<file path="config.mk">
export PLATFORM = sky130hd
export DESIGN_NAME = tclru_cell
export DESIGN_NICKNAME = d
export VERILOG_FILES = /design/src/design/tclru_pkg.sv /design/src/design/tclru_cell.sv
export SDC_FILE = /design/constraint.sdc
export NUM_CORES = 1
export LEC_CHECK = 0
export BUFFER_PORTS_ARGS = -buffer_cell sky130_fd_sc_hd__buf_2
export CORE_MARGIN = 2
export CORE_UTILIZATION = 50
export CTS_CLUSTER_SIZE = 20
export DETAILED_ROUTE_END_ITERATION = 10
export HOLD_SLACK_MARGIN = 0.08
export PLACE_DENSITY = 0.84
export SYNTH_ARGS = -nofsm -noshare
export SYNTH_HDL_FRONTEND = slang
export SYNTH_SLANG_ARGS = --single-unit
</file>
<file path="constraint.sdc">
create_clock -name clk -period 5.4 [get_ports clk]
set_input_delay 0.54 -clock clk [delete_from_list [all_inputs] [get_ports clk]]
set_output_delay 0.54 -clock clk [all_outputs]
set_load 0.005 [all_outputs]
</file>
<file path="src/design/tclru_pkg.sv">
// Shared types and constants for the tile cache LRU lookup directory.
package tclru_pkg;

  localparam int SLOT_BITS = 6;

  localparam logic OP_LOOKUP = 1'b0;
  localparam logic OP_FLUSH  = 1'b1;

  typedef enum logic {
    ST_IDLE,
    ST_SCAN
  } tclru_state_t;

  // search state travelling along the cell chain
  typedef struct packed {
    logic valid;
    logic hit;
    logic have_empty;
    logic have_victim;
  } tclru_flags_t;

  // write-back control broadcast to every cell
  typedef struct packed {
    logic en;
    logic tag_en;
  } tclru_wr_t;

endpackage

</file>
<file path="src/design/tclru_cell.sv">
// One directory slot: holds tag and last-use time, and advances the search one stage.
module tclru_cell #(
  parameter int TAG_BITS  = 32,
  parameter int TIME_BITS = 32,
  parameter int IW        = 6,
  parameter int INDEX     = 0
) (
  input  logic                  clk,
  input  logic                  rst,
  input  logic                  flush,
  input  tclru_pkg::tclru_wr_t  wr,
  input  logic [IW-1:0]         wr_idx,
  input  logic [TAG_BITS-1:0]   wr_tag,
  input  logic [TIME_BITS-1:0]  wr_time,
  input  logic [TAG_BITS-1:0]   qtag,
  input  tclru_pkg::tclru_flags_t flags_in,
  input  logic [IW-1:0]         hit_idx_in,
  input  logic [IW-1:0]         empty_idx_in,
  input  logic [IW-1:0]         victim_idx_in,
  input  logic [TIME_BITS-1:0]  victim_time_in,
  output tclru_pkg::tclru_flags_t flags_out,
  output logic [IW-1:0]         hit_idx_out,
  output logic [IW-1:0]         empty_idx_out,
  output logic [IW-1:0]         victim_idx_out,
  output logic [TIME_BITS-1:0]  victim_time_out
);

  localparam logic [IW-1:0] MY_IDX = IW'(INDEX);

  logic [TAG_BITS-1:0]     tag;
  logic [TIME_BITS-1:0]    tstamp;
  logic                    is_empty;
  logic                    is_match;
  tclru_pkg::tclru_flags_t flags_next;
  logic [IW-1:0]           hit_idx_next;
  logic [IW-1:0]           empty_idx_next;
  logic [IW-1:0]           victim_idx_next;
  logic [TIME_BITS-1:0]    victim_time_next;

  assign is_empty = (tag == {TAG_BITS{1'b1}});
  assign is_match = !is_empty && (tag == qtag);

  always_comb begin
    flags_next       = flags_in;
    hit_idx_next     = hit_idx_in;
    empty_idx_next   = empty_idx_in;
    victim_idx_next  = victim_idx_in;
    victim_time_next = victim_time_in;
    if (flags_in.valid && !flags_in.hit) begin
      if (is_empty) begin
        flags_next.have_empty = 1'b1;
        empty_idx_next        = MY_IDX;
      end else if (is_match) begin
        flags_next.hit = 1'b1;
        hit_idx_next   = MY_IDX;
      end else if (!flags_in.have_victim || (tstamp < victim_time_in)) begin
        flags_next.have_victim = 1'b1;
        victim_idx_next        = MY_IDX;
        victim_time_next       = tstamp;
      end
    end
  end

  always_ff @(posedge clk) begin
    if (rst) begin
      flags_out <= '0;
    end else begin
      flags_out <= flags_next;
    end
    hit_idx_out     <= hit_idx_next;
    empty_idx_out   <= empty_idx_next;
    victim_idx_out  <= victim_idx_next;
    victim_time_out <= victim_time_next;
  end

  always_ff @(posedge clk) begin
    if (rst || flush) begin
      tag <= {TAG_BITS{1'b1}};
    end else if (wr.en && wr.tag_en && (wr_idx == MY_IDX)) begin
      tag <= wr_tag;
    end
  end

  always_ff @(posedge clk) begin
    if (wr.en && (wr_idx == MY_IDX)) begin
      tstamp <= wr_time;
    end
  end

endmodule

</file>
# After elaboration in Yosys (flattened, before gate mapping)
# Index checks and enable logic that the tools add are counted.
# Widths: inputs -> output; s select.
[classes]
n_reduce_logical = 11
magnitude_cmp = 1
mux = 20
n_eq_ne = 2
[op_table]
columns = ["operator", "count"]
rows = [
  ["$mux 32", 4],
  ["$mux 6", 9],
  ["$eq 32x32->1", 1],
  ["$eq 32x32->1 const B", 1],
  ["$lt 32x32->1", 1],
  ["$logic_not 6->1", 1],
  ["$mux 1", 6],
  ["$logic_and 1x1->1", 5],
  ["$logic_not 1->1", 3],
  ["$mux 3", 1],
  ["$logic_or 1x1->1", 2],
]
[word_totals]
register_bits = 118
inputBits = 161
wordCells = 44
out_inout_bits = 54

# Logic depth before layout (Yosys ltp)
# Gate-level depths: netlist (run 1).
[depth]
word_depth = 6
depth_mapped = 10
depth_no_buf = 8

# Least setup slack after synthesis (run 1)
# No wires, ideal clock.
[synth_timing]
kind = "input to register"
from = "input wr_idx[3]"
to = "register tag[10]"
t_arrival_ns = 2.478
setup_time_ns = 0.063
setup_slack_ns = 2.860
t_required_ns = 5.337
cell_stages = 7
path_buffers = 2
cell_sequence = "nor4_1 > and3_1 > and2_1 > clkbuf_1 > clkbuf_1 > nand2_1 > nand3_1"
[synth_between]
elab_chain_cells = 2
[synth_rtl]
columns = ["item", "line_no", "text"]
rows = [
  ["from (decl)", "tclru_cell.sv:12", "input logic [IW-1:0] wr_idx,"],
  ["$logic_not 6->1", "tclru_cell.sv:79", "end else if (wr.en && wr.tag_en && (wr_idx == MY_IDX)) begin"],
  ["$logic_and 1x1->1", "tclru_cell.sv:79", ""],
  ["to (signal assigned)", "tclru_cell.sv:78", "tag <= {TAG_BITS{1'b1}};"],
  ["to (signal assigned)", "tclru_cell.sv:80", "tag <= wr_tag;"],
  ["to (decl)", "tclru_cell.sv:30", "logic [TAG_BITS-1:0] tag;"],
]
# No other way between the ends.
# A chain may end at the register's enable or synchronous reset.

# Final worst setup path (run 1)
[layout_timing]
from = "register tstamp[30]"
to = "register victim_time_out[12]"
[layout_between]
elab_chain_cells = 6
[layout_rtl]
columns = ["item", "line_no", "text"]
rows = [
  ["from (decl)", "tclru_cell.sv:31", "logic [TIME_BITS-1:0] tstamp;"],
  ["from (signal assigned)", "tclru_cell.sv:86", "tstamp <= wr_time;"],
  ["$lt 32x32->1", "tclru_cell.sv:56", "end else if (!flags_in.have_victim || (tstamp < victim_time_in)) begin"],
  ["$logic_or 1x1->1", "tclru_cell.sv:56", ""],
  ["$mux 32", "tclru_cell.sv:56", ""],
  ["$mux 32", "tclru_cell.sv:53", "end else if (is_match) begin"],
  ["$mux 32", "tclru_cell.sv:50", "if (is_empty) begin"],
  ["$mux 32", "tclru_cell.sv:49", "if (flags_in.valid && !flags_in.hit) begin"],
  ["net victim_time_next[12]", "tclru_cell.sv:38", "logic [TIME_BITS-1:0] victim_time_next;"],
  ["to (signal assigned)", "tclru_cell.sv:73", "victim_time_out <= victim_time_next;"],
  ["to (decl)", "tclru_cell.sv:25", "output logic [TIME_BITS-1:0] victim_time_out"],
]
# The timed path passes the listed nets, and every way through them passes these cells.

==> impl_summary.log, run 1 <==
INFO  metric antenna_violating_nets_post_route = 0
INFO  metric cts_repair_resize_count = 0
INFO  metric status = complete, no violations
INFO  metric clock_tree.htree_level_count = 4
INFO  metric holdPathStages = 1
INFO  metric startpoint_type_of_the_worst_setup_path = flop
INFO  metric ys_ff_latch = 118
INFO  metric crit_type = reg2reg
INFO  metric ff2ff_setup_slack = 2.20 ns
INFO  metric max_slew_margin = 19.48%
INFO  metric grt_pass1_vias = 4342
INFO  metric utilization = between 60 and 70%
INFO  metric route.detailed.vias_per_inst = around 5
INFO  metric clkPwrFrac = 48.6%
INFO  metric met1_usage = 26.49%
INFO  metric post_route_cells_drive_above_1_share = about two fifths
INFO  metric critPathCaptureType = flop
INFO  metric start_util = 51.09%
INFO  metric dieHeight = about 100 um
INFO  metric clock_latency = 0.50 ns
INFO  metric cp.arrival = between 3 and 4 ns
INFO  metric areaGrowthSynthToFinish = 35.19%
INFO  metric grt_max_degree = 33
INFO  metric design_area = 0.006720 mm2
INFO  metric post_layout_net_count = between 800 and 900
INFO  metric grt_overflow = 0
INFO  metric routed_wl = between 10 and 15 mm
INFO  metric vias = 4177
INFO  metric cts_tree = done
INFO  metric cts_made_buffers = 17
INFO  metric row_count = 36
INFO  metric postSynthNetCount = between 600 and 700
INFO  metric synth_sequential_area_ratio = between 50% and 60%
INFO  metric worst_hold_startpoint = wr_time[30]
INFO  metric numClockSinks = ~120
INFO  metric wire_per_inst = 15.78 um
INFO  metric p_int = 1.691 mW
INFO  metric worst_path_largest_cell_delay = between 0.6 and 0.7 ns
INFO  metric met2_usage = 45.88%
INFO  metric worst_slew_pin_tran = 1.207 ns
INFO  metric r2r-start = tstamp[30]
INFO  metric critical_path_peak_fanout = 24
INFO  metric place_hpwl = 9.947 mm
INFO  metric drv_cap = 0
INFO  metric hold_viol_final = 0
INFO  metric cts-root-to-sink-buffers = 2
INFO  metric power.share.switching = 21.86%
INFO  metric r2r.worst_path.cells = 7
INFO  metric floorplan.die_area = about 0.011 mm2
INFO  metric use_met3 = 7.678%
INFO  metric core = a little under 0.01 mm2
INFO  metric chipWidth = 103.7 um
INFO  metric timing.final.setup_violations = 0
INFO  metric final.period_utilization = 59.30%
INFO  metric grt_busiest_layer = met2
INFO  metric hold-path-endpoint = tstamp[30]
INFO  metric hold_class = in2reg
INFO  metric pre_cts_setup_slack = a little under 2 ns
INFO  metric crit_required = 5.78 ns
INFO  metric max_clock_freq = 0.3123 GHz
INFO  metric layout_cells_excl_fill = 824
INFO  metric cp_cell_sequence = ha_1 > nand4_1 > nor4_1 > nand4_1 > o211ai_4 > buf_4 > mux2_2
INFO  metric route.detailed.drc = 0
INFO  metric critical_path.reg2reg.endpoint = victim_time_out[12]
INFO  metric syn_avg_cell_area = 10.88 um2
INFO  metric vdd_drop_max = 168.7 uV
INFO  metric overall_global_routing_usage = ~25%
INFO  metric path_common_cell = sky130_fd_sc_hd__nand4_1
INFO  metric crit_slowest_cell = sky130_fd_sc_hd__o211ai_4
INFO  metric setup_ws = 2.198 ns
INFO  metric drt_pass1_iterations = 4
INFO  metric post_synth_inst_count = 457
INFO  metric clock-skew-final = around 0.0085 ns
INFO  metric port_buffers = 214
INFO  metric seqPwrFrac = 43.5%
INFO  metric clock_transition_at_the_registers_of_the_reported_paths = 0.06 ns
INFO  metric placedInstanceArea = 0.006158 mm2
INFO  metric syn-cell-area = 0.004971 mm2
INFO  metric switching_power = 0.4732 mW
INFO  metric setup_total_negative_slack = 0 ns
INFO  metric slew_violations = 0
INFO  metric number_of_antenna_violations_at_the_first_check_in_global_routing = 0
INFO  metric yosysWarningCount = 0
INFO  metric cts_hold_buf = 0
INFO  metric power_leakage = 3.315 nW
INFO  metric io_pins = about 220
INFO  metric antenna_cells = 0
INFO  metric p_per_area = 322.1 mW/mm2
INFO  metric post_cts_buffers = 0
INFO  metric final_period_minus_worst_setup_slack = about 3.2 ns
INFO  metric fin_worst_hold_slack = around 0.21 ns
INFO  metric first_pass_grt_wire_length = 20.83 mm
INFO  metric drt_first_iter_violations = around 140
INFO  metric dp_cells = 792
INFO  metric netlist-cell-type-count = 34
INFO  metric setup_repair_after_global_routing_missed_its_margin = false
INFO  metric finalPower = between 2 and 2.5 mW
INFO  metric clockRootBuffer = sky130_fd_sc_hd__clkbuf_8
INFO  metric gp_congestion = 0.8472
INFO  metric combPwrFrac = 7.9%
-- registers in the layout, indices dropped and copies added, names as in the netlist --
name,count
victim_time_out,32
tag,32
empty_idx_out,6
hit_idx_out,6
tstamp,32
victim_idx_out,6
flags_out,4
-- cells by family (layout without fill, tap and decap cells) --
| group | count (synthesis) | count (layout) | synth area share [%] |
|---|---|---|---|
| flip-flops | 118 | 118 | 53.96 |
| buffers and inverters | 48 | 282 | 4.103 |
| multiplexers | 32 | 32 | 8.306 |
| AO/OA/AOI/OAI | 30 | 30 | 4.153 |
| XOR/XNOR | 32 | 32 | 5.638 |
| adder cells (fa/ha/maj) | 31 | 31 | 7.803 |
| AND/OR/NAND/NOR | 166 | 166 | 16.03 |
-- layout make-up --
| class | instances | area [um2] |
|---|---|---|
| inverter | 34 | 127.6 |
| multi-input combinational | 291 | 2096 |
| tap | 133 | 166.4 |
| clock buffer | 18 | 427.9 |
| clock inverter | 14 | 133.9 |
| sequential | 118 | 2683 |
| fill | 730 | 3009 |
| timing repair buffer | 216 | 1086 |
-- per-layer routing --
layer,part of all wire [%],vias to the layer above
met4,1.8,0
li1,-,2020
met5,0,-
met3,7.2,24
met2,53,199
met1,38,1934
-- power groups by stage --
stage | clock network, mW | registers (mW) | logic, mW
finish | 1.05 | 0.942 | 0.171
global route | 1.11 | 0.943 | 0.189
CTS | 1.07 | 0.942 | 0.172
detailed placement | 0 | 0.961 | 0.170
global placement | 0 | 0.960 | 0.163
floorplan | 0 | 0.964 | 0.0630
-- worst max path at each step --
stage / start / to / slack (ns) / cells after the start
4_1_cts: tstamp[30] / victim_time_out[2] / 2.19 / 7
5_1_grt: tstamp[30] / victim_time_out[6] / 1.92 / 7
6_report: tstamp[30] / victim_time_out[12] / 2.20 / 7
2_1_floorplan: wr_idx[3] / tag[10] / 2.86 / 7
3_5_place_dp: victim_time_in[30] / victim_time_out[6] / 1.96 / 9
3_3_place_gp: victim_time_in[30] / victim_time_out[11] / 2.15 / 9
-- cells in the final DEF, fill, tap and decap left out, drive strengths merged, types with 2 or more instances in the layout --
master    instances
a211oi            2
a21oi            13
and2             19
and3              2
buf             216
bufinv            2
clkbuf           18
clkinv            7
clkinvlp          4
dfxtp            86
edfxtp           32
ha               31
inv              35
mux2             32
nand2            74
nand3            33
nand4            15
nor2              7
nor4             13
o21a              2
o21ai             4
xor2             32
-- cells in the mapped netlist (all sizes together) --
library cell	instances	share of area, %
nor2b	1	0.13
o2bb2ai	1	0.18
and3	2	0.25
dfxtp	86	35
a21oi	13	1.3
o211ai	1	0.25
ha	31	7.8
a211oi	2	0.50
o2111ai	1	0.18
nand2	74	5.6
a31oi	1	0.13
mux2	32	8.3
buf	4	0.78
nand2b	1	0.13
and2	19	2.4
nor4	13	1.6
a311o	1	0.20
xor2	32	5.6
nand3	33	3.3
o221ai	1	0.18
a211o	1	0.18
nand4	15	1.9
o21a	2	0.30
edfxtp	32	19
nor2	7	0.53
inv	34	2.6
and4	1	0.18
clkbuf	10	0.76
o21ai	4	0.40
a21o	1	0.15
a221o	1	0.20
-- worst max-delay path: cells and delay by family (launching register included) --
family          cells  cell delay (ns)
simple gates        3             0.85
mux                 1             0.38
buf+inv             1             0.42
compound gates      1             0.64
flops               1             0.43
fa+ha+maj           1             0.35
Power figures use the tool's default switching activity.
==> inputs of run 2 (changes only) <==
--- a/config.mk
+++ b/config.mk
@@ -5,13 +5,14 @@
 export SDC_FILE = /design/constraint.sdc
 export NUM_CORES = 1
 export LEC_CHECK = 0
+export ABC_AREA = 1
 export BUFFER_PORTS_ARGS = -buffer_cell sky130_fd_sc_hd__buf_2
 export CORE_MARGIN = 2
-export CORE_UTILIZATION = 50
+export CORE_UTILIZATION = 48
 export CTS_CLUSTER_SIZE = 20
 export DETAILED_ROUTE_END_ITERATION = 10
 export HOLD_SLACK_MARGIN = 0.08
-export PLACE_DENSITY = 0.84
+export PLACE_DENSITY = 0.8
 export SYNTH_ARGS = -nofsm -noshare
 export SYNTH_HDL_FRONTEND = slang
 export SYNTH_SLANG_ARGS = --single-unit
==> constraint.sdc (replaced) <==
create_clock -name clk -period 2.95 [get_ports clk]
set_input_delay 0.295 -clock clk [delete_from_list [all_inputs] [get_ports clk]]
set_output_delay 0.295 -clock clk [all_outputs]
set_load 0.005 [all_outputs]
==> impl_summary.log, run 2 <==
INFO  metric status = complete, no violations (unchanged)
INFO  metric start_util = 49.87% (was 51.09%)
INFO  metric synth.most_common_cell = sky130_fd_sc_hd__nand2_1 (was sky130_fd_sc_hd__dfxtp_1)
INFO  metric port_buffers = 214 (unchanged)
INFO  metric vias = 5494 (was 4177)
INFO  metric area_share_of_xor_xnor_cells_in_the_synthesized_design = 3.203% (was 5.638%)
INFO  metric layout.area.seq = 0.002683 mm2 (unchanged)
INFO  metric route.detailed.vias_per_inst = 4.963 (was 5.069)
INFO  metric path_common_cell = sky130_fd_sc_hd__nand2_1 (was sky130_fd_sc_hd__nand4_1)
INFO  metric drt_first_iter_violations = 290 (was 143)
INFO  metric p_per_area = 517.3 mW/mm2 (was 322.1 mW/mm2)
INFO  metric clock_transition_at_the_registers_of_the_reported_paths = 0.06 ns (about the same)
INFO  metric core = 0.01042 mm2 (was 0.009729 mm2)
INFO  metric clkPwrFrac = 47.8% (was 48.6%)
INFO  metric clock_latency = 0.51 ns (was 0.50 ns)
INFO  metric synth_top_cells_by_count = sky130_fd_sc_hd__nand2_1 (198), sky130_fd_sc_hd__dfxtp_1 (86), sky130_fd_sc_hd__nand3_1 (73), sky130_fd_sc_hd__inv_1 (70), sky130_fd_sc_hd__edfxtp_1 (32) (was sky130_fd_sc_hd__dfxtp_1 (86), sky130_fd_sc_hd__nand2_1 (74), sky130_fd_sc_hd__inv_1 (34), sky130_fd_sc_hd__nand3_1 (33))
INFO  metric areaGrowthSynthToFinish = 56.91% (was 35.19%)
INFO  metric antenna_violating_nets_post_route = 0 (unchanged)
INFO  metric timing.final.setup_violations = 0 (unchanged)
INFO  metric numClockSinks = 118 (unchanged)
INFO  metric cts-root-to-sink-buffers = 2 (unchanged)
INFO  metric synthFlopType = sky130_fd_sc_hd__dfxtp_1 (unchanged)
INFO  metric post_synth_fa_ha_maj_area_fraction = 7.466% (was 7.803%)
INFO  metric layout_top_registers = tag: 32 flops, tstamp: 32 flops, victim_time_out: 32 flops (unchanged)
INFO  metric layout_cells_excl_fill = 1107 (was 824)
INFO  metric postSynthNetCount = 810 (was 649)
INFO  metric worst_path_dominant_cell_family = simple AND/OR/NAND/NOR gates (unchanged)
INFO  metric dp_cells = 955 (was 792)
INFO  metric grt_max_degree = 40 (was 33)
INFO  metric hold_class = in2reg (unchanged)
INFO  metric grt_pass1_vias = 5659 (was 4342)
INFO  metric setup_ws = 0.3634 ns (was 2.198 ns)
INFO  metric clock_tree.htree_level_count = 4 (unchanged)
INFO  metric setup_repair_after_global_routing_missed_its_margin = false (unchanged)
INFO  metric grt_overflow = 0 (unchanged)
INFO  metric post_synth_inst_count = 618 (was 457)
INFO  metric synth.top_cells.by_area = sky130_fd_sc_hd__dfxtp_1 (33%), sky130_fd_sc_hd__edfxtp_1 (18%), sky130_fd_sc_hd__nand2_1 (14%), sky130_fd_sc_hd__ha_1 (7.5%), sky130_fd_sc_hd__nand3_1 (7.0%) (was sky130_fd_sc_hd__dfxtp_1 (35%), sky130_fd_sc_hd__edfxtp_1 (19%), sky130_fd_sc_hd__ha_1 (7.8%), sky130_fd_sc_hd__xor2_1 (5.6%), sky130_fd_sc_hd__nand2_1 (5.6%))
INFO  metric hold_viol_final = 0 (unchanged)
INFO  metric route.detailed.drc = 0 (unchanged)
INFO  metric startpoint_type_of_the_worst_setup_path = primary input (was flop)
INFO  metric post_route_cells_drive_above_1_share = 26.36% (was 40.96%)
INFO  metric most-common-layout-cells = sky130_fd_sc_hd__buf_2 (214), sky130_fd_sc_hd__nand2_1 (198), sky130_fd_sc_hd__dlygate4sd3_1 (120) (was sky130_fd_sc_hd__buf_2 (214), sky130_fd_sc_hd__dfxtp_1 (86), sky130_fd_sc_hd__nand2_1 (74))
INFO  metric seqPwrFrac = 41.0% (was 43.5%)
INFO  metric vdd_drop_max = 350.5 uV (was 168.7 uV)
INFO  metric critical_path_peak_fanout = 32 (was 24)
INFO  metric power_leakage = 4.289 nW (was 3.315 nW)
INFO  metric multi_input_gate_area_in_the_final_layout = 0.002131 mm2 (was 0.002096 mm2)
INFO  metric cts_made_buffers = 17 (unchanged)
INFO  metric netlist-cell-type-count = 28 (was 34)
INFO  metric crit_type = in2reg (was reg2reg)
INFO  metric floorplan.die_area = 0.01167 mm2 (was 0.01076 mm2)
INFO  metric synth_top_family_by_area = simple AND/OR/NAND/NOR gates (unchanged)
INFO  metric crit_required = 3.32 ns (was 5.78 ns)
INFO  metric wire_per_inst = 15.09 um (was 15.78 um)
INFO  metric clockRootBuffer = sky130_fd_sc_hd__clkbuf_8 (unchanged)
INFO  metric post-synth-top-area-fraction = 33.14% (was 34.63%)
INFO  metric synth_sequential_area_ratio = 51.64% (was 53.96%)
INFO  metric mostFrequentLayoutCell = sky130_fd_sc_hd__buf_2 (unchanged)
INFO  metric combPwrFrac = 11.2% (was 7.9%)
INFO  metric synth_largest_area_cell = sky130_fd_sc_hd__dfxtp_1 (unchanged)
INFO  metric finalPower = 4.217 mW (was 2.165 mW)
INFO  metric number_of_antenna_violations_at_the_first_check_in_global_routing = 0 (unchanged)
INFO  metric cts_tree = done (unchanged)
INFO  metric gp_congestion = 0.8075 (was 0.8472)
INFO  metric switching_power = 0.9532 mW (was 0.4732 mW)
INFO  metric cp_cell_sequence = dlygate4sd3_1 > buf_2 > inv_1 > ha_1 > a21oi_1 > nor2_1 > nor3_1 > nand2_1 > nand2_1 > nand2_1 > nand2_1 > nand2_1 > nand2_1 > nand2_2 > nand2_1 > nand2_1 (was ha_1 > nand4_1 > nor4_1 > nand4_1 > o211ai_4 > buf_4 > mux2_2)
INFO  metric drv_cap = 0 (unchanged)
INFO  metric syn-cell-area = 0.005195 mm2 (was 0.004971 mm2)
INFO  metric antenna_cells = 0 (unchanged)
INFO  metric max_slew_margin = 54.56% (was 19.48%)
INFO  metric io_pins = 215 (unchanged)
INFO  metric power.share.switching = 22.60% (was 21.86%)
INFO  metric final.period_utilization = 87.68%
INFO  metric dieHeight = 108.0 um (was 103.7 um)
INFO  metric worst_slew_pin_tran = 0.6792 ns (was 1.207 ns)
INFO  metric synth-simple-area-share = 26.95% (was 16.03%)
INFO  metric layout.filler_cells = 668 (was 730)
INFO  metric critPathCaptureType = flop (unchanged)
INFO  metric cp.arrival = 2.96 ns (was 3.58 ns)
INFO  metric post_cts_buffers = 0 (unchanged)
INFO  metric place_hpwl = 9.923 mm (was 9.947 mm)
INFO  metric drt_pass1_iterations = 5 (was 4)
INFO  metric worst_hold_startpoint = rst (was wr_time[30])
INFO  metric slew_violations = 0 (unchanged)
INFO  metric clock-skew-final = 0.01817 ns (was 0.008499 ns)
INFO  metric worstPathBufferInverterCount = 3 (was 1)
INFO  metric final_period_minus_worst_setup_slack = 2.587 ns
INFO  metric p_int = 3.264 mW (was 1.691 mW)
INFO  metric routed_wl = 16.71 mm (was 13.00 mm)
INFO  metric chipWidth = 108.0 um (was 103.7 um)
INFO  metric r2r-start = tstamp[5] (was tstamp[30])
INFO  metric crit_slowest_cell = sky130_fd_sc_hd__dlygate4sd3_1 (was sky130_fd_sc_hd__o211ai_4)
INFO  metric pre_cts_setup_slack = 0.6766 ns (was 1.965 ns)
INFO  metric ys_ff_latch = 118 (unchanged)
INFO  metric syn_avg_cell_area = 8.406 um2 (was 10.88 um2)
INFO  metric synth-compound-area-share = 3.324% (was 4.153%)
INFO  metric cts_repair_resize_count = 0 (unchanged)
INFO  metric critical_path.startpoint = victim_time_in[5] (was tstamp[30])
INFO  metric max_clock_freq = roughly 0.39 GHz
INFO  metric worst_path_largest_cell_delay = 0.52 ns (was 0.64 ns)
INFO  metric synth_mux_area_share = 0% (was 8.306%)
INFO  metric yosysWarningCount = 0 (unchanged)
INFO  metric ys_async_sr_fraction = 0% (unchanged)
INFO  metric post_layout_net_count = 1150 (was 870)
INFO  metric setup_total_negative_slack = 0 ns (unchanged)
INFO  metric cts_hold_buf = 120 (was 0)
INFO  metric first_pass_grt_wire_length = 26.36 mm (was 20.83 mm)
INFO  metric number_of_flops_mapped_to_enable_cells_by_yosys = 32 (unchanged)
INFO  metric row_count = 37 (was 36)
INFO  metric overall_global_routing_usage = 29.17% (was 24.83%)
-- run 2: cell type report --
| type | instances | share of cell area (%) |
|---|---|---|
| Clock buffer | 19 | 5.173 |
| Tap cell | 136 | 2.087 |
| Inverter | 70 | 3.223 |
| Multi-Input combinational cell | 410 | 26.14 |
| Clock inverter | 13 | 1.949 |
| Timing Repair Buffer | 341 | 28.52 |
| Sequential cell | 118 | 32.91 |
-- run 2: kinds of logic after synthesis --
group,count (synthesis)
buffers and inverters,90
and+or+nand+nor,329
xor gates and xnor gates,19
DFF,118
adders and majority gates,31
AOI/OAI and AO/OA,31
-- run 2: final timing paths --
path / end / slack [ns] / cells past startpoint
hold / removal: flags_out[2] / 0.09 / 2
hold reg to reg: tag[18] / 0.50 / 2
setup reg to reg: victim_time_out[8] / 0.43 / 13
setup / recovery: victim_time_out[8] / 0.36 / 16
-- run 2: per-layer routing --
layer / track usage (%) / share of wire (%) / wire, um / vias up
met1: 30.58 / 37 / 6110 / 2519
met4: 11.54 / 2.9 / 485 / 0
met3: 9.222 / 8.4 / 1400 / 46
li1: - / - / - / 2665
met2: 53.95 / 52 / 8714 / 264
met5: 0 / 0 / 0 / -
-- run 2: per-stage QoR --
step,utilization (%),hold slack (ns),instance area [um2]
2_1_floorplan,-,0.3641,5195
5_1_grt,78.26,0.1004,8152
4_1_cts,78.26,0.09666,8152
3_3_place_gp,61.15,0.4719,6370
3_5_place_dp,61.15,0.4731,6370
6_report,78.26,0.09110,8152
-- run 2: power by group through the flow --
stage,registers (mW),clock network (mW),logic [mW]
floorplan,1.77,0,0.128
global placement,1.76,0,0.316
detailed placement,1.76,0,0.324
CTS,1.73,2.03,0.453
global route,1.73,2.12,0.517
finish,1.73,2.02,0.472
==> inputs of run 3 (changes only) <==
--- a/config.mk
+++ b/config.mk
@@ -8,11 +8,11 @@
 export ABC_AREA = 1
 export BUFFER_PORTS_ARGS = -buffer_cell sky130_fd_sc_hd__buf_2
 export CORE_MARGIN = 2
-export CORE_UTILIZATION = 48
-export CTS_CLUSTER_SIZE = 20
+export CORE_UTILIZATION = 50
+export CTS_CLUSTER_SIZE = 40
 export DETAILED_ROUTE_END_ITERATION = 10
 export HOLD_SLACK_MARGIN = 0.08
-export PLACE_DENSITY = 0.8
+export PLACE_DENSITY = 0.83
 export SYNTH_ARGS = -nofsm -noshare
 export SYNTH_HDL_FRONTEND = slang
 export SYNTH_SLANG_ARGS = --single-unit
==> constraint.sdc (replaced) <==
create_clock -name clk -period 3.1 [get_ports clk]
set_input_delay 0.31 -clock clk [delete_from_list [all_inputs] [get_ports clk]]
set_output_delay 0.31 -clock clk [all_outputs]
set_load 0.005 [all_outputs]
==> impl_summary.log, run 3 (synthesis results as in run 2) <==
INFO  metric final.period_utilization = 88.51%
INFO  metric clock_latency = 0.50 ns (was 0.51 ns)
INFO  metric hold_viol_final = 0 (unchanged)
INFO  metric floorplan.die_area = 0.01122 mm2 (was 0.01167 mm2)
INFO  metric clock_tree.htree_level_count = 4 (unchanged)
INFO  metric row_count = 37 (unchanged)
INFO  metric cts_made_buffers = 17 (unchanged)
INFO  metric number_of_antenna_violations_at_the_first_check_in_global_routing = 1 (was 0)
INFO  metric worst_path_dominant_cell_family = simple AND/OR/NAND/NOR gates (unchanged)
INFO  metric final_period_minus_worst_setup_slack = 2.744 ns
INFO  metric slew_violations = 0 (unchanged)
INFO  metric gp_congestion = 0.8152 (was 0.8075)
INFO  metric place_hpwl = 9.566 mm (was 9.923 mm)
INFO  metric first_pass_grt_wire_length = 27.41 mm (was 26.36 mm)
INFO  metric clock-skew-final = 0.01012 ns (was 0.01817 ns)
INFO  metric max_clock_freq = 0.3645 GHz
INFO  metric crit_slowest_cell = sky130_fd_sc_hd__dlygate4sd3_1 (unchanged)
INFO  metric setup_ws = 0.3562 ns (was 0.3634 ns)
INFO  metric r2r.worst_path.cells = 13 (unchanged)
INFO  metric utilization = 79.72% (was 78.26%)
INFO  metric worst_path_largest_cell_delay = 0.54 ns (was 0.52 ns)
INFO  metric startpoint_type_of_the_worst_setup_path = primary input (unchanged)
INFO  metric grt_pass1_vias = 5758 (was 5659)
INFO  metric areaGrowthSynthToFinish = 56.29% (was 56.91%)
INFO  metric clock_transition_at_the_registers_of_the_reported_paths = 0.06 ns (about the same)
INFO  metric status = complete, no violations (unchanged)
INFO  metric route.detailed.vias_per_inst = 5.134 (was 4.963)
INFO  metric dieHeight = 105.9 um (was 108.0 um)
INFO  metric routed_wl = 17.73 mm (was 16.71 mm)
INFO  metric critPathCaptureType = flop (unchanged)
INFO  metric dp_cells = 954 (was 955)
INFO  metric worst_slew_pin_tran = 0.6605 ns (was 0.6792 ns)
INFO  metric crit_type = in2reg (unchanged)
INFO  metric finalPower = 3.928 mW (was 4.217 mW)
INFO  metric overall_global_routing_usage = 31.29% (was 29.17%)
INFO  metric cts_tree = done (unchanged)
INFO  metric wire_per_inst = 16.02 um (was 15.09 um)
INFO  metric layout_top_registers = tag: 32 flops, tstamp: 32 flops, victim_time_out: 32 flops (unchanged)
INFO  metric post_cts_buffers = 0 (unchanged)
INFO  metric cp_cell_sequence = dlygate4sd3_1 > buf_2 > inv_1 > ha_1 > nand2_1 > inv_1 > nor3_1 > nand2_1 > nand2_1 > nand2_1 > nand2_1 > nand2_1 > nand2_1 > nand2_2 > nand2_1 > nand2_1 (was dlygate4sd3_1 > buf_2 > inv_1 > ha_1 > a21oi_1 > nor2_1 > nor3_1 > nand2_1 > nand2_1 > nand2_1 > nand2_1 > nand2_1 > nand2_1 > nand2_2 > nand2_1 > nand2_1)
INFO  metric vdd_drop_max = 312.4 uV (was 350.5 uV)
INFO  metric setup_total_negative_slack = 0 ns (unchanged)
INFO  metric crit_required = 3.48 ns (was 3.32 ns)
INFO  metric numClockSinks = 118 (unchanged)
INFO  metric clockRootBuffer = sky130_fd_sc_hd__clkbuf_8 (unchanged)
INFO  metric p_per_area = 483.9 mW/mm2 (was 517.3 mW/mm2)
INFO  metric post_layout_net_count = 1149 (was 1150)
INFO  metric cts-root-to-sink-buffers = 2 (unchanged)
INFO  metric worstPathBufferInverterCount = 4 (was 3)
INFO  metric design_area = 0.008119 mm2 (was 0.008152 mm2)
INFO  metric port_buffers = 214 (unchanged)
INFO  metric max_slew_margin = 55.81% (was 54.56%)
INFO  metric critical_path.startpoint = victim_time_in[7] (was victim_time_in[5])
INFO  metric worst_hold_startpoint = flags_in[0] (was rst)
INFO  metric hold_class = in2reg (unchanged)
INFO  metric drt_pass1_iterations = 8 (was 5)
INFO  metric cp.arrival = 3.12 ns (was 2.96 ns)
INFO  metric power_leakage = 4.279 nW (was 4.289 nW)
INFO  metric vias = 5683 (was 5494)
INFO  metric placedInstanceArea = 0.006362 mm2 (was 0.006370 mm2)
INFO  metric route.detailed.drc = 0 (unchanged)
INFO  metric most-common-layout-cells = sky130_fd_sc_hd__buf_2 (214), sky130_fd_sc_hd__nand2_1 (198), sky130_fd_sc_hd__dlygate4sd3_1 (120) (unchanged)
INFO  metric fin_worst_hold_slack = 0.1740 ns (was 0.09110 ns)
INFO  metric setup_repair_after_global_routing_missed_its_margin = false (unchanged)
INFO  metric critical_path_peak_fanout = 32 (unchanged)
INFO  metric io_pins = 215 (unchanged)
INFO  metric drv_cap = 0 (unchanged)
INFO  metric drt_first_iter_violations = 485 (was 290)
INFO  metric timing.final.setup_violations = 0 (unchanged)
INFO  metric holdPathStages = 3 (was 2)
INFO  metric grt_overflow = 0 (unchanged)
INFO  metric chipWidth = 105.9 um (was 108.0 um)
INFO  metric r2r-start = tstamp[7] (was tstamp[5])
INFO  metric post_route_cells_drive_above_1_share = 26.52% (was 26.36%)
INFO  metric mostFrequentLayoutCell = sky130_fd_sc_hd__buf_2 (unchanged)
INFO  metric crit_cells = 16 (unchanged)
INFO  metric layout_cells_excl_fill = 1107 (unchanged)
INFO  metric grt_max_degree = 40 (unchanged)
INFO  metric start_util = 51.01% (was 49.87%)
INFO  metric path_common_cell = sky130_fd_sc_hd__nand2_1 (unchanged)
INFO  metric cts_repair_resize_count = 0 (unchanged)
INFO  metric cts_hold_buf = 120 (unchanged)
INFO  metric pre_cts_setup_slack = 0.8434 ns (was 0.6766 ns)
INFO  metric antenna_violating_nets_post_route = 0 (unchanged)
INFO  metric layout.filler_cells = 600 (was 668)
INFO  metric core = 0.01018 mm2 (was 0.01042 mm2)
==> run 3: cell count changes in the layout (fill, tap and decap cells not counted), sizes merged <==
cell    before  now
clkinv       5    6
inv         70   71
buf        221  220
clkbuf      19   17
diode        0    2
bufinv       3    2
==> run 3: area by class of cell <==
cell class / instances / area (um2) / area share [%]
tap: 136 / 170.2 / 2.096
clock buffer: 17 / 414.1 / 5.101
clock inverter: 14 / 136.4 / 1.680
multi-input combinational: 410 / 2131 / 26.24
timing repair buffer: 340 / 2317 / 28.54
sequential: 118 / 2683 / 33.04
inverter: 70 / 262.8 / 3.236
antenna: 2 / 5.005 / 0.06164
==> run 3: worst register-to-register path: cells and delay by family, from the launching register on <==
kind	cells	cell delay, ns
flip-flops	1	0.43
AND/OR/NAND/NOR	11	1.70
adder cells (fa/ha/maj)	1	0.34
buffers and inverters	1	0.05
==> run 3: final timing paths <==
check,end,slack (ns)
worst max-delay path,victim_time_out[15],0.36
worst min-delay path,flags_out[0],0.17
worst max register to register,victim_time_out[15],0.46
worst min register to register,tag[30],0.50
==> run 3: report_power, final <==
group | total, mW | internal [mW] | switching [mW]
clock network | 1.83 | 1.13 | 0.697
logic | 0.458 | 0.259 | 0.199
registers | 1.64 | 1.63 | 0.0152
total | 3.93 | 3.02 | 0.911
==> run 3: layer usage <==
| metal | vias up | part of all wire [%] | track usage [%] |
|---|---|---|---|
| met5 | - | 0 | 0 |
| met4 | 0 | 3.6 | 15.60 |
| met3 | 71 | 8.9 | 8.461 |
| met2 | 374 | 52 | 56.91 |
| met1 | 2574 | 36 | 33.23 |
| li1 | 2664 | - | - |
